<file path="src/sv/buddy_tree_allocator_assert.svh">
// assertion macros used by the buddy tree allocator controller
`ifndef BUDDY_TREE_ALLOCATOR_ASSERT_SVH
`define BUDDY_TREE_ALLOCATOR_ASSERT_SVH

// same-cycle implication, sampled on clk, off while in reset
`define BTA_ASSERT_NOW(label, ante, cons, msg) \
    label: assert property (@(posedge clk) disable iff (!rst_n) (ante) |-> (cons)) \
        else $error(msg);

// next-cycle implication, sampled on clk, off while in reset
`define BTA_ASSERT_NEXT(label, ante, cons, msg) \
    label: assert property (@(posedge clk) disable iff (!rst_n) (ante) |=> (cons)) \
        else $error(msg);

`endif

</file>
<file path="src/sv/bta_pkg.sv">
// package: types, command codes and constants of the buddy tree allocator
package bta_pkg;

    localparam int TREE_LEVELS_DEF = 7;
    localparam int POOL_LG_W       = 5;
    localparam int SIZE_W          = 21;
    localparam int LEVEL_W         = 3;
    localparam int POS_W           = 6;
    localparam logic [POOL_LG_W-1:0] POOL_LG_RESET = 5'd10;
    localparam logic [POOL_LG_W-1:0] POOL_LG_MIN   = 5'd6;
    localparam logic [POOL_LG_W-1:0] POOL_LG_MAX   = 5'd20;

    localparam logic FUNC_ALLOC = 1'b0;
    localparam logic FUNC_FREE  = 1'b1;

    // datapath commands
    localparam int OP_W = 3;
    localparam logic [OP_W-1:0] OP_NONE   = 3'd0;
    localparam logic [OP_W-1:0] OP_LOAD   = 3'd1;
    localparam logic [OP_W-1:0] OP_SEARCH = 3'd2;
    localparam logic [OP_W-1:0] OP_CLEAR  = 3'd3;
    localparam logic [OP_W-1:0] OP_FILL   = 3'd4;
    localparam logic [OP_W-1:0] OP_MERGE  = 3'd5;
    localparam logic [OP_W-1:0] OP_SCAN   = 3'd6;

    typedef struct packed {
        logic                func;
        logic [SIZE_W-1:0]   req_size;
        logic [LEVEL_W-1:0]  free_level;
        logic [POS_W-1:0]    free_position;
    } req_t;

    typedef struct packed {
        logic                ok;
        logic [LEVEL_W-1:0]  alloc_level;
        logic [POS_W-1:0]    alloc_position;
        logic [SIZE_W-1:0]   largest_free_bytes;
    } result_t;

    typedef struct packed {
        logic [OP_W-1:0] op;
    } cmd_t;

    typedef struct packed {
        logic func;         // latched request kind
        logic bad;          // request rejected up front
        logic found;        // search chunk holds a free node
        logic search_last;  // search chunk is the last one of the level
        logic row_last;     // row walk is at the deepest level
        logic merge_stop;   // upward merge ends here
        logic scan_hit;     // scanned level has a free node
    } status_t;

endpackage

</file>
<file path="src/sv/bta_datapath.sv">
// datapath: free-flag rows, request registers, search, update and scan logic
module bta_datapath #(
    parameter int TREE_LEVELS = bta_pkg::TREE_LEVELS_DEF
) (
    input  logic                               clk,
    input  logic                               rst_n,
    input  logic                               cfg_we,
    input  logic [bta_pkg::POOL_LG_W-1:0]      cfg_wdata,
    input  bta_pkg::req_t                      req,
    input  bta_pkg::cmd_t                      cmd,
    output bta_pkg::status_t                   status,
    output bta_pkg::result_t                   result
);

    localparam int LW  = (TREE_LEVELS > 2) ? $clog2(TREE_LEVELS) : 1;
    localparam int PW  = TREE_LEVELS - 1;
    localparam int W   = 1 << PW;
    localparam int IW  = TREE_LEVELS;
    localparam int CW  = (W < 64) ? W : 64;
    localparam int CWL = $clog2(CW);
    localparam int NCH = W / CW;
    localparam int CHW = (NCH > 1) ? $clog2(NCH) : 1;

    // one row of flags per tree level, position k of level l is bit k
    logic [W-1:0]                  rows_reg [TREE_LEVELS];
    logic [bta_pkg::POOL_LG_W-1:0] pool_lg_reg;
    logic                          func_reg;
    logic                          bad_reg;
    logic                          ok_reg;
    logic                          sib_reg;
    logic [LW-1:0]                 lvl_reg;
    logic [PW-1:0]                 pos_reg;
    logic [LW-1:0]                 row_reg;
    logic [LW-1:0]                 mlvl_reg;
    logic [PW-1:0]                 mpos_reg;
    logic [CHW-1:0]                chunk_reg;
    logic [bta_pkg::SIZE_W-1:0]    largest_reg;

    logic [bta_pkg::POOL_LG_W-1:0] pool_lg;
    logic [bta_pkg::SIZE_W-1:0]    pool;
    logic [LW-1:0]                 alloc_lvl;
    logic                          req_bad;
    logic [LW-1:0]                 rd_idx;
    logic [W-1:0]                  rd_row;
    logic [W-1:0]                  rd_valid;
    logic [W-1:0]                  rd_free;
    logic [CW-1:0]                 seg;
    logic [CWL-1:0]                seg_idx;
    logic [PW-1:0]                 found_pos;
    logic [IW-1:0]                 lo;
    logic [IW-1:0]                 hi;
    logic [W-1:0]                  range_mask;
    logic [PW-1:0]                 ppos;
    logic                          merge_cond;
    logic                          row_last;
    logic [LW-1:0]                 row_next;
    logic                          wr_en;
    logic [W-1:0]                  wr_data;

    always_comb
    begin
        if (pool_lg_reg < bta_pkg::POOL_LG_MIN)
        begin
            pool_lg = bta_pkg::POOL_LG_MIN;
        end
        else if (pool_lg_reg > bta_pkg::POOL_LG_MAX)
        begin
            pool_lg = bta_pkg::POOL_LG_MAX;
        end
        else
        begin
            pool_lg = pool_lg_reg;
        end
        pool = bta_pkg::SIZE_W'(1) << pool_lg;
    end

    // deepest level whose block still holds the request
    always_comb
    begin
        alloc_lvl = '0;
        for (int l = 0; l < TREE_LEVELS; l++)
        begin
            if ((pool >> l) >= req.req_size)
            begin
                alloc_lvl = LW'(l);
            end
        end
    end

    always_comb
    begin
        if (req.func == bta_pkg::FUNC_FREE)
        begin
            req_bad = (int'(req.free_level) >= TREE_LEVELS) ||
                      ((req.free_position >> req.free_level) != '0);
        end
        else
        begin
            req_bad = req.req_size > pool;
        end
    end

    // single row read port
    always_comb
    begin
        if (cmd.op == bta_pkg::OP_SEARCH)
        begin
            rd_idx = lvl_reg;
        end
        else if (cmd.op == bta_pkg::OP_MERGE)
        begin
            rd_idx = (mlvl_reg == '0) ? '0 : mlvl_reg - LW'(1);
        end
        else
        begin
            rd_idx = row_reg;
        end
    end

    assign rd_row = rows_reg[rd_idx];

    always_comb
    begin
        for (int i = 0; i < W; i++)
        begin
            rd_valid[i] = (IW'(i) >> rd_idx) == '0;
        end
    end

    assign rd_free = rd_row & rd_valid;

    // first free node of the current search chunk
    always_comb
    begin
        seg     = CW'(rd_free >> (int'(chunk_reg) << CWL));
        seg_idx = '0;
        for (int i = CW - 1; i >= 0; i--)
        begin
            if (seg[i])
            begin
                seg_idx = CWL'(i);
            end
        end
        found_pos = PW'((int'(chunk_reg) << CWL) + int'(seg_idx));
    end

    // positions of the current row covered by the target node or its ancestor
    always_comb
    begin
        if (row_reg <= lvl_reg)
        begin
            lo = IW'(pos_reg) >> (lvl_reg - row_reg);
            hi = lo + IW'(1);
        end
        else
        begin
            lo = IW'(pos_reg) << (row_reg - lvl_reg);
            hi = (IW'(pos_reg) + IW'(1)) << (row_reg - lvl_reg);
        end
        for (int i = 0; i < W; i++)
        begin
            range_mask[i] = (IW'(i) >= lo) && (IW'(i) < hi);
        end
    end

    assign ppos       = mpos_reg >> 1;
    assign merge_cond = (mlvl_reg != '0) && !rd_row[ppos] && sib_reg;
    assign row_last   = row_reg == LW'(TREE_LEVELS - 1);
    assign row_next   = row_last ? '0 : row_reg + LW'(1);

    always_comb
    begin
        wr_en   = 1'b0;
        wr_data = rd_row;
        case (cmd.op)
            bta_pkg::OP_CLEAR:
            begin
                wr_en   = 1'b1;
                wr_data = rd_row & ~range_mask;
            end
            bta_pkg::OP_FILL:
            begin
                wr_en   = 1'b1;
                wr_data = rd_row | range_mask;
            end
            bta_pkg::OP_MERGE:
            begin
                wr_en   = merge_cond;
                wr_data = rd_row | (W'(1) << ppos);
            end
            default:
            begin
                wr_en = 1'b0;
            end
        endcase
    end

    always_ff @(posedge clk or negedge rst_n)
    begin
        if (!rst_n)
        begin
            for (int l = 0; l < TREE_LEVELS; l++)
            begin
                rows_reg[l] <= '1;
            end
        end
        else if (wr_en)
        begin
            rows_reg[rd_idx] <= wr_data;
        end
    end

    always_ff @(posedge clk or negedge rst_n)
    begin
        if (!rst_n)
        begin
            pool_lg_reg <= bta_pkg::POOL_LG_RESET;
        end
        else if (cfg_we)
        begin
            pool_lg_reg <= cfg_wdata;
        end
    end

    always_ff @(posedge clk or negedge rst_n)
    begin
        if (!rst_n)
        begin
            func_reg    <= 1'b0;
            bad_reg     <= 1'b0;
            ok_reg      <= 1'b0;
            sib_reg     <= 1'b0;
            lvl_reg     <= '0;
            pos_reg     <= '0;
            row_reg     <= '0;
            mlvl_reg    <= '0;
            mpos_reg    <= '0;
            chunk_reg   <= '0;
            largest_reg <= '0;
        end
        else
        begin
            case (cmd.op)
                bta_pkg::OP_LOAD:
                begin
                    func_reg  <= req.func;
                    bad_reg   <= req_bad;
                    ok_reg    <= 1'b0;
                    chunk_reg <= '0;
                    if (req.func == bta_pkg::FUNC_FREE)
                    begin
                        lvl_reg  <= LW'(req.free_level);
                        mlvl_reg <= LW'(req.free_level);
                        pos_reg  <= PW'(req.free_position);
                        mpos_reg <= PW'(req.free_position);
                        row_reg  <= req_bad ? '0 : LW'(req.free_level);
                    end
                    else
                    begin
                        lvl_reg  <= alloc_lvl;
                        mlvl_reg <= alloc_lvl;
                        pos_reg  <= '0;
                        mpos_reg <= '0;
                        row_reg  <= '0;
                    end
                end
                bta_pkg::OP_SEARCH:
                begin
                    if (|seg)
                    begin
                        pos_reg <= found_pos;
                        ok_reg  <= 1'b1;
                    end
                    else
                    begin
                        chunk_reg <= chunk_reg + CHW'(1);
                    end
                end
                bta_pkg::OP_CLEAR:
                begin
                    row_reg <= row_next;
                end
                bta_pkg::OP_FILL:
                begin
                    row_reg <= row_next;
                    ok_reg  <= 1'b1;
                    if (row_reg == lvl_reg)
                    begin
                        sib_reg <= rd_row[pos_reg ^ PW'(1)];
                    end
                end
                bta_pkg::OP_MERGE:
                begin
                    if (merge_cond)
                    begin
                        mlvl_reg <= mlvl_reg - LW'(1);
                        mpos_reg <= ppos;
                        sib_reg  <= rd_row[ppos ^ PW'(1)];
                    end
                end
                bta_pkg::OP_SCAN:
                begin
                    row_reg <= row_next;
                    if (|rd_free)
                    begin
                        largest_reg <= pool >> rd_idx;
                    end
                    else if (row_last)
                    begin
                        largest_reg <= '0;
                    end
                end
                default:
                begin
                    row_reg <= row_reg;
                end
            endcase
        end
    end

    always_comb
    begin
        status.func        = func_reg;
        status.bad         = bad_reg;
        status.found       = |seg;
        status.search_last = chunk_reg ==
                             CHW'(((32'd1 << lvl_reg) - 32'd1) >> CWL);
        status.row_last    = row_last;
        status.merge_stop  = !merge_cond;
        status.scan_hit    = |rd_free;
    end

    always_comb
    begin
        result.ok                 = ok_reg;
        result.alloc_level        = '0;
        result.alloc_position     = '0;
        result.largest_free_bytes = largest_reg;
        if (ok_reg && func_reg == bta_pkg::FUNC_ALLOC)
        begin
            result.alloc_level    = bta_pkg::LEVEL_W'(lvl_reg);
            result.alloc_position = bta_pkg::POS_W'(pos_reg);
        end
    end

endmodule

</file>
<file path="src/sv/bta_ctrl.sv">
// controller: state machine that sequences one transaction through the datapath
`include "buddy_tree_allocator_assert.svh"

module bta_ctrl (
    input  logic              clk,
    input  logic              rst_n,
    input  logic              start,
    input  bta_pkg::status_t  status,
    output bta_pkg::cmd_t     cmd,
    output logic              busy,
    output logic              done
);

    localparam logic [2:0] S_IDLE   = 3'd0;
    localparam logic [2:0] S_DECODE = 3'd1;
    localparam logic [2:0] S_SEARCH = 3'd2;
    localparam logic [2:0] S_CLEAR  = 3'd3;
    localparam logic [2:0] S_FILL   = 3'd4;
    localparam logic [2:0] S_MERGE  = 3'd5;
    localparam logic [2:0] S_SCAN   = 3'd6;
    localparam logic [2:0] S_DONE   = 3'd7;

    logic [2:0] state_reg;
    logic [2:0] state_next;

    always_comb
    begin
        state_next = state_reg;
        cmd.op     = bta_pkg::OP_NONE;
        unique case (state_reg)
            S_IDLE:
            begin
                if (start)
                begin
                    cmd.op     = bta_pkg::OP_LOAD;
                    state_next = S_DECODE;
                end
            end
            S_DECODE:
            begin
                if (status.bad)
                begin
                    state_next = S_SCAN;
                end
                else if (status.func == bta_pkg::FUNC_FREE)
                begin
                    state_next = S_FILL;
                end
                else
                begin
                    state_next = S_SEARCH;
                end
            end
            S_SEARCH:
            begin
                cmd.op = bta_pkg::OP_SEARCH;
                if (status.found)
                begin
                    state_next = S_CLEAR;
                end
                else if (status.search_last)
                begin
                    state_next = S_SCAN;
                end
            end
            S_CLEAR:
            begin
                cmd.op = bta_pkg::OP_CLEAR;
                if (status.row_last)
                begin
                    state_next = S_SCAN;
                end
            end
            S_FILL:
            begin
                cmd.op = bta_pkg::OP_FILL;
                if (status.row_last)
                begin
                    state_next = S_MERGE;
                end
            end
            S_MERGE:
            begin
                cmd.op = bta_pkg::OP_MERGE;
                if (status.merge_stop)
                begin
                    state_next = S_SCAN;
                end
            end
            S_SCAN:
            begin
                cmd.op = bta_pkg::OP_SCAN;
                if (status.scan_hit || status.row_last)
                begin
                    state_next = S_DONE;
                end
            end
            S_DONE:
            begin
                state_next = S_IDLE;
            end
            default:
            begin
                state_next = S_IDLE;
            end
        endcase
    end

    always_ff @(posedge clk or negedge rst_n)
    begin
        if (!rst_n)
        begin
            state_reg <= S_IDLE;
        end
        else
        begin
            state_reg <= state_next;
        end
    end

    assign busy = state_reg != S_IDLE;
    assign done = state_reg == S_DONE;

    `BTA_ASSERT_NEXT(a_accept_busy, start && !busy, busy && !done, "accepted request did not start")
    `BTA_ASSERT_NEXT(a_done_release, done, !busy, "block stayed busy after result")
    `BTA_ASSERT_NEXT(a_found_clears, state_reg == S_SEARCH && status.found, state_reg == S_CLEAR, "found node not claimed")
    `BTA_ASSERT_NOW(a_load_idle, cmd.op == bta_pkg::OP_LOAD, !busy && start, "load outside accept")

endmodule

</file>
<file path="src/sv/buddy_tree_allocator.sv">
// top level: buddy allocator over one power-of-two pool kept as a tree of free flags
//
// one transaction at a time: a request is taken at a clock edge with start high and
// busy low, and exactly one result appears on result for a single cycle with done
// high; the receiver cannot stall, so it must capture result whenever done is high.
// the flags live in one row register per tree level and the controller walks them a
// level per cycle through a single row read port. an allocate decodes, searches the
// chosen level in 64-position search chunks (one chunk at the default seven
// levels), clears the claimed node, its ancestors and its subtree row by row from
// the root, then scans from the root for the largest free block; a failed allocate
// skips the clearing walk. a free decodes, fills its subtree from its level down to
// the deepest row, merges upward while the buddy is free, then scans the same way.
// pool_size_log2 must be written through cfg_we / cfg_wdata only while busy is low;
// the block itself does not enforce it. values outside 6..20 are clamped on use, and
// the flags survive a change of pool size. no clearing pass is needed after reset.
module buddy_tree_allocator #(
    parameter int TREE_LEVELS = bta_pkg::TREE_LEVELS_DEF
) (
    input  logic                          clk,
    input  logic                          rst_n,
    input  logic                          start,
    output logic                          busy,
    input  bta_pkg::req_t                 req,
    output logic                          done,
    output bta_pkg::result_t              result,
    input  logic                          cfg_we,
    input  logic [bta_pkg::POOL_LG_W-1:0] cfg_wdata
);

    // command and status between the sequencer and the flag datapath
    bta_pkg::cmd_t    cmd;
    bta_pkg::status_t status;

    bta_ctrl u_ctrl (
        .clk    (clk),
        .rst_n  (rst_n),
        .start  (start),
        .status (status),
        .cmd    (cmd),
        .busy   (busy),
        .done   (done)
    );

    // flag rows, request latch, pool size register and result registers
    bta_datapath #(
        .TREE_LEVELS (TREE_LEVELS)
    ) u_datapath (
        .clk       (clk),
        .rst_n     (rst_n),
        .cfg_we    (cfg_we),
        .cfg_wdata (cfg_wdata),
        .req       (req),
        .cmd       (cmd),
        .status    (status),
        .result    (result)
    );

endmodule

</file>
<file path="config.mk">
export PLATFORM = sky130hd
export DESIGN_NAME = buddy_tree_allocator
export DESIGN_NICKNAME = d
export VERILOG_FILES = /design/src/sv/bta_pkg.sv /design/src/sv/bta_datapath.sv /design/src/sv/bta_ctrl.sv /design/src/sv/buddy_tree_allocator.sv
export VERILOG_INCLUDE_DIRS = /design/src /design/src/sv
export SDC_FILE = /design/constraint.sdc
export NUM_CORES = 2
export LEC_CHECK = 0
export BUFFER_PORTS_ARGS = -buffer_cell sky130_fd_sc_hd__buf_2
export CAP_MARGIN = 40
export CORE_MARGIN = 4
export CORE_UTILIZATION = 55
export DETAILED_ROUTE_END_ITERATION = 10
export PLACE_DENSITY = 0.72
export SLEW_MARGIN = 0
export SYNTH_ARGS = -nofsm -noshare
export SYNTH_HDL_FRONTEND = slang
export SYNTH_SLANG_ARGS = --single-unit
</file>
<file path="constraint.sdc">
create_clock -name clk -period 15.87 [get_ports clk]
set_input_delay 3.174 -clock clk [delete_from_list [all_inputs] [get_ports clk]]
set_output_delay 3.174 -clock clk [all_outputs]
set_load 0.01 [all_outputs]
</file>
==> impl_metrics.csv <==
group,metric,value,unit
status,outcome,"finished clean",
setup_path,path_max_fanout,92,
setup_path,cp_common_cell,"buf_4",
yosys,syn_area_per_cell,9.66,sq um
place,io_buffers,72,
yosys,synth_edf_count,0,
sta,fin_crit_sh,53.8,%
final_layout,drive_gt1_share,26.9,%
sta,clock.fmax,0.117,GHz
die,die_h,263,um
final_layout,mostFrequentLayoutCell,"dfstp_2",
routing,ant_nets,0,
sta,fin_worst_skew,35.1,ps
sta,hold_viol,0,
final_layout,num-nets-final,3902,
yosys,synth_seq_area_share,36.6,%
min_path,hp-class,"reg -> reg",
routing,wl_per_cell,30.2,um
routing,drtIter0Drc,4326,
yosys,ys_seq_elements,502,
sta,setup_tns,0,ps
final_layout,largest_reg_flops,448,
grt,grt_pass1_wl,207000,um
die,fp.dieW,263,um
sta,relSlewSlack,27.8,%
die,core_area,64500,sq um
setup_path,endpoint_kind,"register",
die,num_rows,93,
setup_path,worstPathCellList,"and3b_1 > nor3_2 > buf_4 > nor3_4 > buf_4 > buf_12 > buf_4 > nor2_4 > buf_4 > a32oi_1 > o221ai_1 > o22a_1 > o31a_1 > a31oi_1 > o31ai_4 > buf_4 > a21oi_4 > buf_4 > mux2_1",
routing,drc,0,
place,dp_hpwl,99900,um
grt,grt.total_usage,38.9,%
grt,globalRouteOverflowTotal,0,
clocking,ctsResizeCount,0,
place,gp_congestion,1.07,
final_layout,register_area,13100,sq um
yosys,synthFlopType,"dfstp_2",
clocking,insertion_delay,630,ps
routing,vias,32069,
routing,firstDrtPassIters,6,
grt,grt_max_degree,185,
setup_path,crit_path_max_incr_delay,750,ps
die,io-pin-count,73,
clocking,hold_buffers,0,
grt,antenna_found_initial,8,
clocking,cts_buffer_depth,3,
die,die-area,69300,sq um
final_layout,layout_common_cells,"dfstp_2, mux2i_1, nand2_1",
setup_path,cp.arrival,9070,ps
clocking,cts.sinks,502,
final_layout,fill_cells,5549,
yosys,yosysUniqueCellTypes,100,
final_layout,multi_input_area,20600,sq um
setup_path,critPathSlowestCell,"buf_4",
routing,routed_wirelength,139000,um
final_layout,area_growth,9.31,%
sta,worstMarginPinSlew,1080,ps
clocking,root_buffer,"clkbuf_16",
sta,drv_slew,0,
yosys,synth_area,35800,sq um
clocking,h-tree-depth,2,
flow_run,max-cap-violations,0,
sta,min_period,8530,ps
yosys,synthArstFlopShare,100,%
clocking,cts_tree,"yes",
routing,via_per_inst,6.94,
sta,rsz0062_at_grt,"no",
setup_path,crit_type,"reg -> reg",
yosys,synth_warnings,0,
clocking,cts_setup_buffers,0,
grt,grt_pass1_vias,30838,
clocking,clk_pin_slew,60,ps
die,initial_core_util,55.6,%
setup_path,crit_required,16400,ps
yosys,syn_inst,3709,
setup_path,cp-start-kind,"register",
sta,setup_viol,0,
clocking,numCtsBuffers,55,
[routing by layer]
layer	global-route usage [%]	part of all wire, %	up-vias
met4	16.1	5.0	2
met3	7.89	10	394
met2	57.5	43	1885
li1	-	-	13816
met1	55.7	42	15972
met5	0	0.0079	-
[cells in the mapped netlist, types with 16 or more instances]
cell type | instances | area [sq um]
nand3_1 | 91 | 455
a22oi_1 | 26 | 195
dfrtp_1 | 52 | 1300
ha_1 | 146 | 1830
nor2_1 | 192 | 721
a21oi_1 | 234 | 1170
nor2b_1 | 29 | 181
buf_6 | 25 | 282
a211oi_1 | 41 | 308
dfstp_2 | 450 | 11800
mux2_2 | 178 | 2000
o31a_1 | 16 | 140
o221ai_1 | 21 | 184
inv_1 | 219 | 822
clkbuf_1 | 117 | 439
nor4_1 | 20 | 125
o21a_1 | 37 | 278
or3_1 | 21 | 131
a22o_1 | 17 | 149
and3_1 | 26 | 163
o31ai_1 | 49 | 368
nand4_1 | 61 | 382
buf_4 | 35 | 263
a221oi_1 | 18 | 158
buf_2 | 66 | 330
o211ai_1 | 44 | 330
nand2b_1 | 24 | 150
a31oi_1 | 45 | 282
o22ai_1 | 33 | 206
a21o_1 | 41 | 308
mux2_1 | 182 | 2050
nor3_1 | 57 | 285
mux2i_1 | 271 | 2710
o21ai_0 | 176 | 881
and2_1 | 35 | 219
buf_1 | 25 | 93.8
a2111oi_0 | 17 | 149
nand2_1 | 265 | 995
[critical path: cells and delay by family (launching register included)]
| kind | cells | cell delay [ps] |
|---|---|---|
| simple gates | 4 | 1160 |
| flops | 1 | 580 |
| buf+inv | 7 | 3410 |
| mux | 1 | 380 |
| compound gates | 7 | 2560 |
[layout make-up]
type	instances	share of cell area [%]
inverter	226	2.19
timing repair buffer	197	3.53
antenna	4	0.0256
sequential	502	33.5
clock inverter	32	1.33
multi-input combinational	2732	52.7
clock buffer	71	3.95
tap	855	2.73
[stage by stage]
step,utilization [%],cell area [sq um],worst slack [ps],std cells,hold WS (ps)
floorplan,-,35900,9360,3728,444
finish,60.7,39200,7340,4619,462
global route,60.7,39100,7160,4616,480
CTS,60.7,39100,7510,4614,464
global placement,57.1,36800,7350,4477,449
detailed placement,57.5,37100,7570,4511,454
[kinds of logic (layout without fill, tap and decap cells)]
group | Yosys count | in the layout | synth area share (%)
flip-flops | 502 | 502 | 36.6
AO/OA/AOI/OAI | 1021 | 1021 | 19.6
adder cells (fa/ha/maj) | 148 | 148 | 5.21
AND/OR/NAND/NOR | 881 | 881 | 12.0
XOR/XNOR | 15 | 15 | 0.367
other | 2 | 25 | 0.0210
multiplexers | 646 | 646 | 19.8
buffers and inverters | 494 | 526 | 6.30
[path summary, 6_finish.rpt]
check / from / to / slack [ps] / cells past startpoint
worst max-delay path: u_ctrl.state_reg[1] / u_datapath.rows_reg[20] / 7340 / 19
worst min-delay path: u_datapath.rows_reg[207] / u_datapath.rows_reg[207] / 460 / 2
worst max register to register: u_ctrl.state_reg[1] / u_datapath.rows_reg[20] / 7340 / 19
worst min register to register: u_datapath.rows_reg[207] / u_datapath.rows_reg[207] / 460 / 2
max in group asynchronous: rst_n / u_datapath.rows_reg[70] / 11340 / 4
min in group asynchronous: rst_n / u_datapath.pool_lg_reg[0] / 2570 / 1
Power is not shown: default switching activity piles up to over one toggle a cycle in this logic, so the estimate is an artifact.
